<file path="config.mk">
export PLATFORM = sky130hd
export DESIGN_NAME = mme_front
export DESIGN_NICKNAME = d
export VERILOG_FILES = /design/src/mme_pkg.sv /design/src/mme_front.sv
export SDC_FILE = /design/constraint.sdc
export NUM_CORES = 1
export LEC_CHECK = 0
export ABC_CLOCK_PERIOD_IN_PS = 1600
export BUFFER_PORTS_ARGS = -buffer_cell sky130_fd_sc_hd__buf_4
export CORE_AREA = 2 2 47 49
export DETAILED_ROUTE_END_ITERATION = 7
export DIE_AREA = 0 0 49 51
export MAX_ROUTING_LAYER = met4
export PLACE_DENSITY = 0.73
export RECOVER_POWER = 25
export SLEW_MARGIN = 20
export SYNTH_ARGS = -nofsm -noshare
export SYNTH_HDL_FRONTEND = slang
export SYNTH_SLANG_ARGS = --single-unit
</file>
<file path="constraint.sdc">
create_clock -name vclk -period 1.6
set_input_delay 0.32 -clock vclk [all_inputs]
set_output_delay 0.32 -clock vclk [all_outputs]
set_load 0.02 [all_outputs]
</file>
<file path="src/mme_pkg.sv">
// shared types and constants of the matrix multiply engine
package mme_pkg;

   localparam int DIM_W    = 5;
   localparam int IDX_W    = 4;
   localparam int ELEM_W   = 16;
   localparam int PROD_W   = 2 * ELEM_W;
   localparam int DOT_W    = 36;
   localparam int CSR_IDX_W = 2;

   localparam int QUEUE_DEPTH = 4;
   localparam int QUEUE_PTR_W = 2;
   localparam int QUEUE_CNT_W = 3;

   localparam logic [1:0] FUNC_LOAD_A  = 2'd0;
   localparam logic [1:0] FUNC_LOAD_B  = 2'd1;
   localparam logic [1:0] FUNC_COMPUTE = 2'd2;

   localparam logic [CSR_IDX_W-1:0] CSR_ROWS_A = 2'd0;
   localparam logic [CSR_IDX_W-1:0] CSR_INNER  = 2'd1;
   localparam logic [CSR_IDX_W-1:0] CSR_COLS_B = 2'd2;

   typedef struct packed {
      logic [1:0]              func;
      logic [IDX_W-1:0]        row_index;
      logic [IDX_W-1:0]        col_index;
      logic signed [ELEM_W-1:0] elem_value;
   } mme_req_type;

   typedef struct packed {
      logic [IDX_W-1:0]        out_row;
      logic [IDX_W-1:0]        out_col;
      logic signed [DOT_W-1:0] dot_value;
      logic                    row_last;
   } mme_rsp_type;

   typedef enum logic [1:0] {
      CMD_LOAD_A,
      CMD_LOAD_B,
      CMD_COMPUTE
   } mme_cmd_kind_type;

   typedef struct packed {
      mme_cmd_kind_type        kind;
      logic [IDX_W-1:0]        row;
      logic [IDX_W-1:0]        col;
      logic [ELEM_W-1:0]       value;
   } mme_cmd_type;

   // effective matrix sizes after clamping
   typedef struct packed {
      logic [DIM_W-1:0] m;
      logic [DIM_W-1:0] k;
      logic [DIM_W-1:0] n;
   } mme_dims_type;

   typedef struct packed {
      logic full;
      logic empty;
   } mme_qstat_type;

endpackage

</file>
<file path="src/mme_front.sv">
// front end: accepts request words, drops ignored ones, queues commands
module mme_front
   import mme_pkg::*;
(
   input  logic          req_valid,
   output logic          req_ready,
   input  mme_req_type   req_data,
   input  mme_dims_type  dims,
   input  mme_qstat_type q_stat,
   output logic          push,
   output mme_cmd_type   push_cmd
);

   logic row_in_m, row_in_k, col_in_k, col_in_n;
   logic keep;

   assign row_in_m = {1'b0, req_data.row_index} < dims.m;
   assign row_in_k = {1'b0, req_data.row_index} < dims.k;
   assign col_in_k = {1'b0, req_data.col_index} < dims.k;
   assign col_in_n = {1'b0, req_data.col_index} < dims.n;

   always_comb begin
      keep          = 1'b0;
      push_cmd.kind = CMD_COMPUTE;
      case (req_data.func)
         FUNC_LOAD_A: begin
            keep          = row_in_m && col_in_k;
            push_cmd.kind = CMD_LOAD_A;
         end
         FUNC_LOAD_B: begin
            keep          = row_in_k && col_in_n;
            push_cmd.kind = CMD_LOAD_B;
         end
         FUNC_COMPUTE: begin
            // an empty result row gives nothing at all
            keep          = row_in_m && (dims.n != '0);
            push_cmd.kind = CMD_COMPUTE;
         end
         default: begin
            keep = 1'b0;
         end
      endcase
      push_cmd.row   = req_data.row_index;
      push_cmd.col   = req_data.col_index;
      push_cmd.value = req_data.elem_value;
   end

   assign req_ready = !q_stat.full;
   assign push      = req_valid && req_ready && keep;

endmodule

</file>
* Word level (Yosys, flattened, before mapping)
Index checks and enable logic that the tools add are counted.
Word-level totals: word-level logic and storage cells 16, output and inout port bits 28, bits in registers 0, bits of input ports 44
Cells by class: equal/unequal tests 2, order comparisons 4, muxes and demuxes 2, reduce and logical (&&, ||, !) cells 8
Operators with widths (count):
- $lt A4 B5 Y1 | 4
- $logic_and A1 B1 Y1 | 5
- $reduce_bool A5 Y1 | 1
- $pmux W2 S2 | 1
- $pmux W1 S3 | 1
- $eq A2 B1 Y1 const B | 1
- $eq A2 B2 Y1 const B | 1
- $logic_not A2 Y1 | 1
- $logic_not A1 Y1 | 1

* Longest topological paths before layout
word-level depth 4, depth in mapped cells 7, depth with buffers taken out 7

* Least setup slack after synthesis
OpenSTA, ideal clock, no wires.
kind input to output, start point in dims[6] (netlist bit), end point out push, data required time 1.280 ns, cell stages on the path 7, buffers on the path 0, data arrival time 1.431 ns, setup slack -0.151 ns, path through inv_1 -> ha_1 -> o21ai_0 -> o21bai_1 -> a21oi_1 -> nor3_1 -> o32ai_2
On the way: longest elaborated chain between the ends 4, elaborated cells on any way between the ends 6, classes of those cells 2 x order compare; 1 x mux; 3 x reduce/logical
RTL lines:
- start: declaration | line mme_front.sv:8 | input mme_dims_type dims,
- $lt A4 B5 Y1, on equally long branches | line mme_front.sv:18, mme_front.sv:19
- $logic_and A1 B1 Y1, on equally long branches | line mme_front.sv:31, mme_front.sv:27
- $pmux W1 S3 * | line mme_front.sv:25 | case (req_data.func)
- $logic_and A1 B1 Y1 * | line mme_front.sv:49 | assign push = req_valid && req_ready && keep;
- end: declaration | line mme_front.sv:10 | output logic push,
Mark *: on every way between the ends. The rest lies on a longest branch, timed or not.

* Final worst setup path
start point in req_data[17] (netlist bit), end point out push
On the way: longest elaborated chain between the ends 4, elaborated cells on any way between the ends 6, classes of those cells 2 x order compare; 1 x mux; 3 x reduce/logical
RTL lines:
- start: declaration | line mme_front.sv:7 | input mme_req_type req_data,
- $lt A4 B5 Y1, on equally long branches | line mme_front.sv:20, mme_front.sv:19
- $logic_and A1 B1 Y1, on equally long branches | line mme_front.sv:31, mme_front.sv:27
- $pmux W1 S3 * | line mme_front.sv:25
- $logic_and A1 B1 Y1 * | line mme_front.sv:49
Marks and branches as above.

==> impl_metrics.yaml <==
run_status:
  status: "finished, violations left"
  violations: "negative setup slack"
pwr:
  power_density_nw_per_um2: 261
  power_frac_comb: 1.000
  power.total_mw: 0.209
  seqPwrFrac: 0
  p_switching_mw: 0.0923
  internal_power_mw: 0.116
  vdd_drop_max_v: 0.0000738
  leakage_nw: 0.429
  swShare: 0.442
  pwr-share-clk: 0
final_layout:
  design.seq.count: 0
  stdcell_count: 122
  layout.nets: 152
  seqCellArea_sq_um: 0
  final_cell_mix: "buf_4 (42), inv_1 (11), ha_1 (10), o21ai_0 (3)"
  num_antenna_cells: 0
  nFillCells: 214
  nClkBuffers: 0
  drive_above_1_share: 0.574
  final_common_cell: "buf_4"
  syn_to_final_growth_pct: 43.9
sta:
  finalWorstSetupSlack_ns: -0.213
  fin_crit_sh: 1.13
  min_period_ns: 1.81
  hold_viol_final: 0
  max_freq_mhz: 552
  worst_slew_pin_slew_ns: 0.350
  rsz0062_at_grt: "true"
  setup-tns-final_ns: -0.213
  relSlewSlack: 0.767
  setup_viol: 1
  finalMaxSlewViolations: 0
setup_path:
  slowest_delay_ns: 0.24
  required_ns: 1.28
  crit_fanout: 3
  setup.worst_path.start_class: "input port"
  worstSetupEndpointType: "primary output"
  critPathBufInv: 2
  critPathLaunch: "req_data[17]"
  crit_arrival_ns: 1.49
  critical-path-top-delay-family: "compound AO/OA/AOI/OAI gates"
  critPathKind: "in2out"
  slowest_stage: "o32ai_2"
  path_cells: "buf_8 > ha_4 > o21ai_2 > o21bai_1 > a21oi_2 > nor3_2 > o32ai_2 > buf_4"
global_routing:
  grt_max_degree: 5
  antenna_found_initial: 0
  grt_usage: 0.103
  grt_pass1_vias: 530
  gr-total-overflow: 0
  grt_pass1_wl_microns: 2060
die:
  coreArea_sq_um: 2060
  num_rows: 17
  die_area_sq_um: 2500
  ios: 72
  start_util: 0.269
  die-height_microns: 51
  die_x_microns: 49
clock_tree:
  cts_hold_buf: 0
  post_cts_buffers: 0
detailed_routing:
  ant_nets: 0
  viasPerCell: 4.37
  wl_microns: 1330
  dr.pass1.iters: 4
  vias: 533
  drt-initial-drc-count: 5
  route.detailed.drc: 0
  routedWlPerCell_microns: 10.9
placed_design:
  dp_hpwl_microns: 1190
  gp_congestion: 0.756
  dpl.cell_count: 122
  port_buffers: 39
  pre_cts_ws_ns: -0.270
synth:
  synth.yosys.warnings: 0
  syn_area_per_cell_sq_um: 7.41
  syn_inst: 75
  syn_area_sq_um: 556
  syn_nets: 131
  seq_area_frac_synth: 0
  synth.distinct_cells: 21
worst_hold_path:
  hp-class: "in2out"
  worstHoldStart: "req_data[11]"
flow_run:
  drv_cap: 0
worst paths after layout:
path | cells after the start | slack [ns] | to
max | 8 | -0.21 | push
min | 0 | 0.64 | push_cmd[11]
synth_stat cells (all sizes together):
master	count	area share
nor4	1	0.011
and3	1	0.014
a211oi	2	0.027
buf	24	0.32
nand2b	2	0.023
clkbuf	1	0.0068
a311o	1	0.018
o21bai	1	0.014
a21o	1	0.014
a221oi	1	0.016
nor3b	1	0.023
o21ai	4	0.036
o32ai	1	0.029
ha	12	0.27
a21oi	1	0.0090
o221ai	1	0.016
nor3	3	0.027
nor2b	2	0.023
nor2	1	0.0068
inv	13	0.088
nand2	1	0.0068
stage by stage:
stage	cell area, sq um	hold slack (ns)	utilization
global route	800	0.640	0.388
global placement	772	0.640	0.374
detailed placement	772	0.640	0.374
floorplan	591	0.723	-
CTS	787	0.640	0.381
finish	800	0.640	0.388
timing repair:
action | 4_1_cts | 5_1_grt
pin swaps | 6 | 4
gates resized for setup | 4 | 3
hold endpoints to repair | 0 | 0
setup endpoints to repair | 1 | 1
gates cloned | 0 | 0
kinds of logic (layout without fill, tap and decap cells):
kind of cell	after synthesis	count (layout)	share of synthesized area
buf+inv	38	57	0.419
compound gates	13	13	0.178
fa+ha+maj	12	12	0.270
simple gates	12	12	0.133
layer usage:
| metal | track usage | part of all wire |
|---|---|---|
| met3 | 0.0292 | 0.079 |
| met1 | 0.112 | 0.39 |
| met2 | 0.189 | 0.53 |
| met5 | - | 0 |
| met4 | 0.0190 | 0.0090 |
power by group through the flow:
stage / registers [mW] / logic (mW) / clock network [mW]
global route: 0 / 0.231 / 0
CTS: 0 / 0.205 / 0
floorplan: 0 / 0.159 / 0
detailed placement: 0 / 0.198 / 0
finish: 0 / 0.209 / 0
global placement: 0 / 0.190 / 0
area by class of cell:
type               instances  area [sq um]  area share
inverters                 13          58.8      0.0736
well taps                 28          35.0      0.0438
repair buffers            44           345       0.432
multi-input cells         37           360       0.451
(Power assumes the default switching activity.)
