### src/mme_pkg.sv
// shared types and constants of the matrix multiply engine
package mme_pkg;

   localparam int DIM_W    = 5;
   localparam int IDX_W    = 4;
   localparam int ELEM_W   = 16;
   localparam int PROD_W   = 2 * ELEM_W;
   localparam int DOT_W    = 36;
   localparam int CSR_IDX_W = 2;

   localparam int QUEUE_DEPTH = 4;
   localparam int QUEUE_PTR_W = 2;
   localparam int QUEUE_CNT_W = 3;

   localparam logic [1:0] FUNC_LOAD_A  = 2'd0;
   localparam logic [1:0] FUNC_LOAD_B  = 2'd1;
   localparam logic [1:0] FUNC_COMPUTE = 2'd2;

   localparam logic [CSR_IDX_W-1:0] CSR_ROWS_A = 2'd0;
   localparam logic [CSR_IDX_W-1:0] CSR_INNER  = 2'd1;
   localparam logic [CSR_IDX_W-1:0] CSR_COLS_B = 2'd2;

   typedef struct packed {
      logic [1:0]              func;
      logic [IDX_W-1:0]        row_index;
      logic [IDX_W-1:0]        col_index;
      logic signed [ELEM_W-1:0] elem_value;
   } mme_req_type;

   typedef struct packed {
      logic [IDX_W-1:0]        out_row;
      logic [IDX_W-1:0]        out_col;
      logic signed [DOT_W-1:0] dot_value;
      logic                    row_last;
   } mme_rsp_type;

   typedef enum logic [1:0] {
      CMD_LOAD_A,
      CMD_LOAD_B,
      CMD_COMPUTE
   } mme_cmd_kind_type;

   typedef struct packed {
      mme_cmd_kind_type        kind;
      logic [IDX_W-1:0]        row;
      logic [IDX_W-1:0]        col;
      logic [ELEM_W-1:0]       value;
   } mme_cmd_type;

   // effective matrix sizes after clamping
   typedef struct packed {
      logic [DIM_W-1:0] m;
      logic [DIM_W-1:0] k;
      logic [DIM_W-1:0] n;
   } mme_dims_type;

   typedef struct packed {
      logic full;
      logic empty;
   } mme_qstat_type;

endpackage

### src/mme_queue.sv
// short command queue between front and back
module mme_queue
   import mme_pkg::*;
(
   input  logic          clock,
   input  logic          reset,
   input  logic          push,
   input  mme_cmd_type   push_cmd,
   input  logic          pop,
   output mme_cmd_type   head_cmd,
   output mme_qstat_type stat
);

   mme_cmd_type            entry_ff [QUEUE_DEPTH];
   logic [QUEUE_PTR_W-1:0] wr_ptr_ff, wr_ptr_in;
   logic [QUEUE_PTR_W-1:0] rd_ptr_ff, rd_ptr_in;
   logic [QUEUE_CNT_W-1:0] count_ff, count_in;
   logic                   do_push, do_pop;

   assign stat.full  = (count_ff == QUEUE_CNT_W'(QUEUE_DEPTH));
   assign stat.empty = (count_ff == '0);
   assign do_push    = push && !stat.full;
   assign do_pop     = pop && !stat.empty;
   assign head_cmd   = entry_ff[rd_ptr_ff];

   always_comb begin
      wr_ptr_in = do_push ? wr_ptr_ff + 1'b1 : wr_ptr_ff;
      rd_ptr_in = do_pop ? rd_ptr_ff + 1'b1 : rd_ptr_ff;
      count_in  = count_ff;
      if (do_push && !do_pop) begin
         count_in = count_ff + 1'b1;
      end else if (do_pop && !do_push) begin
         count_in = count_ff - 1'b1;
      end
   end

   always_ff @(posedge clock) begin
      if (reset) begin
         wr_ptr_ff <= '0;
         rd_ptr_ff <= '0;
         count_ff  <= '0;
      end else begin
         wr_ptr_ff <= wr_ptr_in;
         rd_ptr_ff <= rd_ptr_in;
         count_ff  <= count_in;
      end
      if (do_push) begin
         entry_ff[wr_ptr_ff] <= push_cmd;
      end
   end

endmodule

### config.mk
export PLATFORM = sky130hd
export DESIGN_NAME = mme_queue
export DESIGN_NICKNAME = d
export VERILOG_FILES = /design/src/mme_pkg.sv /design/src/mme_queue.sv
export SDC_FILE = /design/constraint.sdc
export NUM_CORES = 1
export LEC_CHECK = 0
export ABC_CLOCK_PERIOD_IN_PS = 1800
export BUFFER_PORTS_ARGS = -buffer_cell sky130_fd_sc_hd__buf_4
export CAP_MARGIN = 20
export CORE_AREA = 5 5 88 111
export CTS_CLUSTER_SIZE = 12
export DETAILED_ROUTE_END_ITERATION = 6
export DIE_AREA = 0 0 93 116
export PLACE_DENSITY = 0.73
export SYNTH_ARGS = -nofsm -noshare
export SYNTH_HDL_FRONTEND = slang
export SYNTH_SLANG_ARGS = --single-unit
export TNS_END_PERCENT = 100
### constraint.sdc
create_clock -name clock -period 1.8 [get_ports clock]
set_input_delay 0.36 -clock clock [delete_from_list [all_inputs] [get_ports clock]]
set_output_delay 0.36 -clock clock [all_outputs]
set_load 0.01 [all_outputs]
== Word level (Yosys, flattened, before mapping) ==
Memories as Yosys holds them, arrays and structs flattened. A register that Yosys moved wholly into a read port is not among the register bits.
Index checks and enable logic that the tools add are counted.

* Flip-flop bits (word level): 7
* Latch bits: 0
* Bits in writable memories: 104
* Memory bits (read-only): 0
* Input port bits: 30
* Output and inout port bits: 28
* Logic and storage cells: 25
* Memories: 1

* Add/subtract/negate cells: 4
* Multipliers: 0
* Divide/modulo/power cells: 0
* Order comparisons: 0
* Equal/unequal tests: 1
* Shift operators: 0
* Mux-type cells: 6
* Bitwise gates (word level): 0
* Reductions and logical operators: 10

{| class="wikitable"
|+ Memory list
! memory !! words !! width !! rd ports !! clocked after memory_dff !! write ports !! line !! RTL
|-
| entry_ff || 4 || 26 || 1 || 1 || 1 || mme_queue.sv:14 || <nowiki>mme_cmd_type entry_ff [QUEUE_DEPTH];</nowiki>
|}

{| class="wikitable"
|+ Operator list
! cell !! count
|-
| $mux W3 || 2
|-
| $add A2 B1 Y2 const B || 2
|-
| $logic_and A1 B1 Y1 || 4
|-
| $logic_not A1 Y1 || 4
|-
| $mux W2 || 2
|-
| $add A3 B1 Y3 const B || 1
|-
| $eq A3 B3 Y1 const B || 1
|-
| $logic_not A3 Y1 || 1
|-
| $sub A3 B1 Y3 const B || 1
|-
| $mux W1 || 2
|-
| $reduce_bool A2 Y1 || 1
|}

== Longest topological paths before layout ==
* Word-level depth: 7
* Gate-level depth with buffers: 8
* Gate-level depth less buffers: 8

== Worst setup path after synthesis ==
OpenSTA, ideal clock, no wires.

* Kind: register to register
* Start: register count_ff[0]
* End: register count_ff[2]
* Setup time: 0.070 ns
* Arrival time: 1.913 ns
* Required time: 1.730 ns
* Path slack: -0.184 ns
* Cell stages (with the launch flop): 9
* Buffers on the path: 0
* Period minus slack after synthesis: 1.984 ns
* Cell sequence: dfxtp_1 > nor3b_2 > nor2_2 > ha_1 > inv_1 > fa_1 > xor2_1 > or3_1 > a21oi_1

{| class="wikitable"
|+ RTL lines
! item !! line !! RTL
|-
| start, declared || mme_queue.sv:17 || <nowiki>logic [QUEUE_CNT_W-1:0] count_ff, count_in;</nowiki>
|-
| start signal, assigned || mme_queue.sv:45 || <nowiki>count_ff <= count_in;</nowiki>
|}

==> results.md <==
* Antenna cells at 0
* Sequential area share after synthesis at between 70% and 80%
* Min-Delay Startpoint: push_cmd[24]
* Critical Path RT at 1.44 ns
* Final worst path period share at 116%
* Die H at around 120 µm
* DR pass1 iterations at 4
* #FFs+latches synth at 113
* Nets at 309
* Pin count of the biggest net entering global routing at 27
* Grt ovf at 0
* Internal at 0.00671 W
* Hold path endpoint: entry_ff[1][24]$_DFFE_PP_
* Hold Path Class: primary input to register
* Hold Slack at 0.0555 ns
* WL per Instance at 18.6 µm
* Critical R2R Launch: count_ff[1]$_SDFFE_PP0P_
* Synthesized area at 4250 µm²
* Layout area overhead at 33.6%
* EDFF count, synth at 104
* Net Switching at between 0.002 and 0.0025 W
* Clock transition at path regs at 0.05 ns
* Yosys top cell by area: edfxtp_1
* Final WS setup at -0.282 ns
* Setup TNS at -6.47 ns
* CTS Hold Buffers Added at 0
* Tot GR Track Use at 14.8%
* Routed WL at 7170 µm
* Placement Rows at 38
* Critical path endpoint category: output pin
* Layout cells sized above 1 at 49.1%
* H-tree levels at 4
* Failing checks: negative setup slack
* Detail Route Antenna Nets at 0
* Distinct cells, synth at 24
* Num CTS Buffers at 17
* WS Path Type: register to output pin
* Syn Area/Cell at 23.1 µm²
* Clk network pwr share at ~37%
* Status: finished, violations left
* Worst clock skew at 0.00767 ns
* Combinational fraction of design power at between 20% and 30%
* HPWL Detailed at 4480 µm
* Vias per inst at between 5 and 6
* Largest cells by area after synthesis: edfxtp_1, mux4_2, dfxtp_1
* Sink Count at 113
* Final setup viols at 27
* Top FF cell, synth: edfxtp_1
* Critical Path AT at 1.72 ns
* Total power at 0.00880 W
* Max IR drop VDD at between 0.8 and 0.9 mV
* Synth async-reset ratio at 0%
* Worst-margin pin slew at 0.384 ns
* Max-cap violations at 0
* Die Width at around 93 µm
* Slew Limit Fails at 0
* Hold Violations, Final at 0
* Clock Tree Buf Depth at 2
* Initial antenna violation count at 0
* Fmax at 480 MHz
* Power per cell area at 1550 nW/µm²
* Port bufs at 57
* IO Pins at 58
* Core ar. at between 8000 and 9000 µm²
* Final Wtd Congestion at 0.704
* Minimum clock period at 2.08 ns
* Ys Warns at 0
* Clock Root Buffer: clkbuf_8
* Area of the die at 10,800 µm²
* Worst hold path cell count at 1
* Path depth of the worst reg2reg path at 7
* Via count at 2,021
* R2R setup slack at -0.10 ns
* Syn Inst Count at 184
* Reg2reg end: count_ff[2]$_SDFFE_PP0P_
* Vias in the first global route at 2,201
* First-pass GRT wire length at around 11,000 µm
* Leak pwr at 2.01 nW
* Reg power frac at 37.6%
* CTS tree: yes
* Syn nets at 220
* Switch share at between 20% and 30%
* Clk_lat worst skew at ~0.50 ns
* DRC Markers at 0
* Initial Util at 49.6%
* Relative slew margins at 74.0%
* Critical Path Fanout Max at 10
* First DRT Iteration DRCs at 70
* Post-synth top area share at 73.6%
* RSZ-0062 raised after global routing: yes
* Critical path startpoint category: register
==> cells in the mapped netlist, types with 2 or more instances <==
cell type / instances
dfxtp_1: 9
o21ai_0: 2
mux2i_1: 2
a21oi_1: 2
nand2b_1: 2
mux4_2: 26
edfxtp_1: 104
and2_1: 4
or3_1: 2
ha_1: 5
buf_12: 2
nor2_1: 5
xor2_1: 4
buf_2: 2
inv_1: 4
==> state kept, by name, indices dropped and copies added, names as in the netlist, named ones only <==
signal and flops:
count_ff 3, entry_ff 104, rd_ptr_ff 2, wr_ptr_ff 2
==> per-layer routing <==
layer	track usage (%)	routed length, µm
met2	25.2	3860
met4	7.04	126
met3	4.74	332
met5	0	0
met1	17.0	2850
==> kinds of logic (layout without fill, tap and decap cells) <==
logic type | Yosys count | in the layout | share of synthesized area [%]
AND/OR/NAND/NOR | 16 | 16 | 2.18
AO/OA/AOI/OAI | 6 | 6 | 0.973
buffers and inverters | 11 | 112 | 2.00
XOR/XNOR | 4 | 4 | 0.825
adder cells (fa/ha/maj) | 6 | 6 | 1.95
flip-flops | 113 | 113 | 77.8
multiplexers | 28 | 28 | 14.3
==> cell usage in the layout (no fill, tap or decap), drive strengths merged, types with 4 or more instances in the layout <==
cell | Yosys | final
clkinv | 0 | 6
inv | 4 | 4
nor2 | 6 | 6
edfxtp | 104 | 104
mux4 | 26 | 26
clkbuf | 2 | 19
and2 | 4 | 4
xor2 | 4 | 4
bufinv | 0 | 4
ha | 5 | 5
buf | 5 | 77
dfxtp | 9 | 9
==> through the flow <==
stage / setup WS, ns / utilization (%) / instances / instance area, µm²
floorplan: -0.0733 / - / 184 / 4260
global placement: -0.0425 / 58.0 / 352 / 4970
detailed placement: -0.138 / 58.0 / 352 / 4970
CTS: -0.320 / 66.1 / 384 / 5660
global route: -0.352 / 66.3 / 385 / 5670
finish: -0.282 / 66.3 / 385 / 5670
==> worst max path at each step <==
stage | startpoint | end | slack, ns | cells past startpoint
after global routing | register | head_cmd[0] | -0.35 | 3
final | register | head_cmd[0] | -0.28 | 3
after floorplan | count_ff[2]$_SDFFE_PP0P_ | count_ff[2]$_SDFFE_PP0P_ | -0.07 | 8
after global placement | count_ff[1]$_SDFFE_PP0P_ | count_ff[2]$_SDFFE_PP0P_ | -0.04 | 7
after detailed placement | count_ff[1]$_SDFFE_PP0P_ | count_ff[2]$_SDFFE_PP0P_ | -0.14 | 7
after CTS | register | head_cmd[0] | -0.32 | 3
==> repair_timing <==
action                     in CTS  in global routing
buffers inserted                1                  1
setup endpoints to repair      27                 28
pin swaps                       2                  3
resized for setup              24                  2
hold endpoints to repair        0                  0
==> area by class of cell <==
cell class / instances / area, µm²
Sequential cell: 113 / 3310
Fill cell: 571 / 2890
Multi-Input combinational cell: 60 / 881
Timing Repair Buffer: 77 / 748
Clock buffer: 19 / 422
Clock inverter: 12 / 166
Tap cell: 100 / 125
Inverter: 4 / 15.0
==> critical path, cell delays in order, from the launching register on <==
cell     delay, ns
dfxtp_4       0.38
buf_12        0.15
mux4_2        0.55
buf_6         0.15
==> power groups by stage <==
stage	logic (W)	clock network, W	registers (W)
after CTS	0.00227	0.00333	0.00331
after global routing	0.00241	0.00344	0.00334
after global placement	0.00204	0	0.00333
after detailed placement	0.00206	0	0.00335
final	0.00223	0.00326	0.00331
after floorplan	0.00121	0	0.00332
Note: power is estimated with default switching activity, not from simulation.
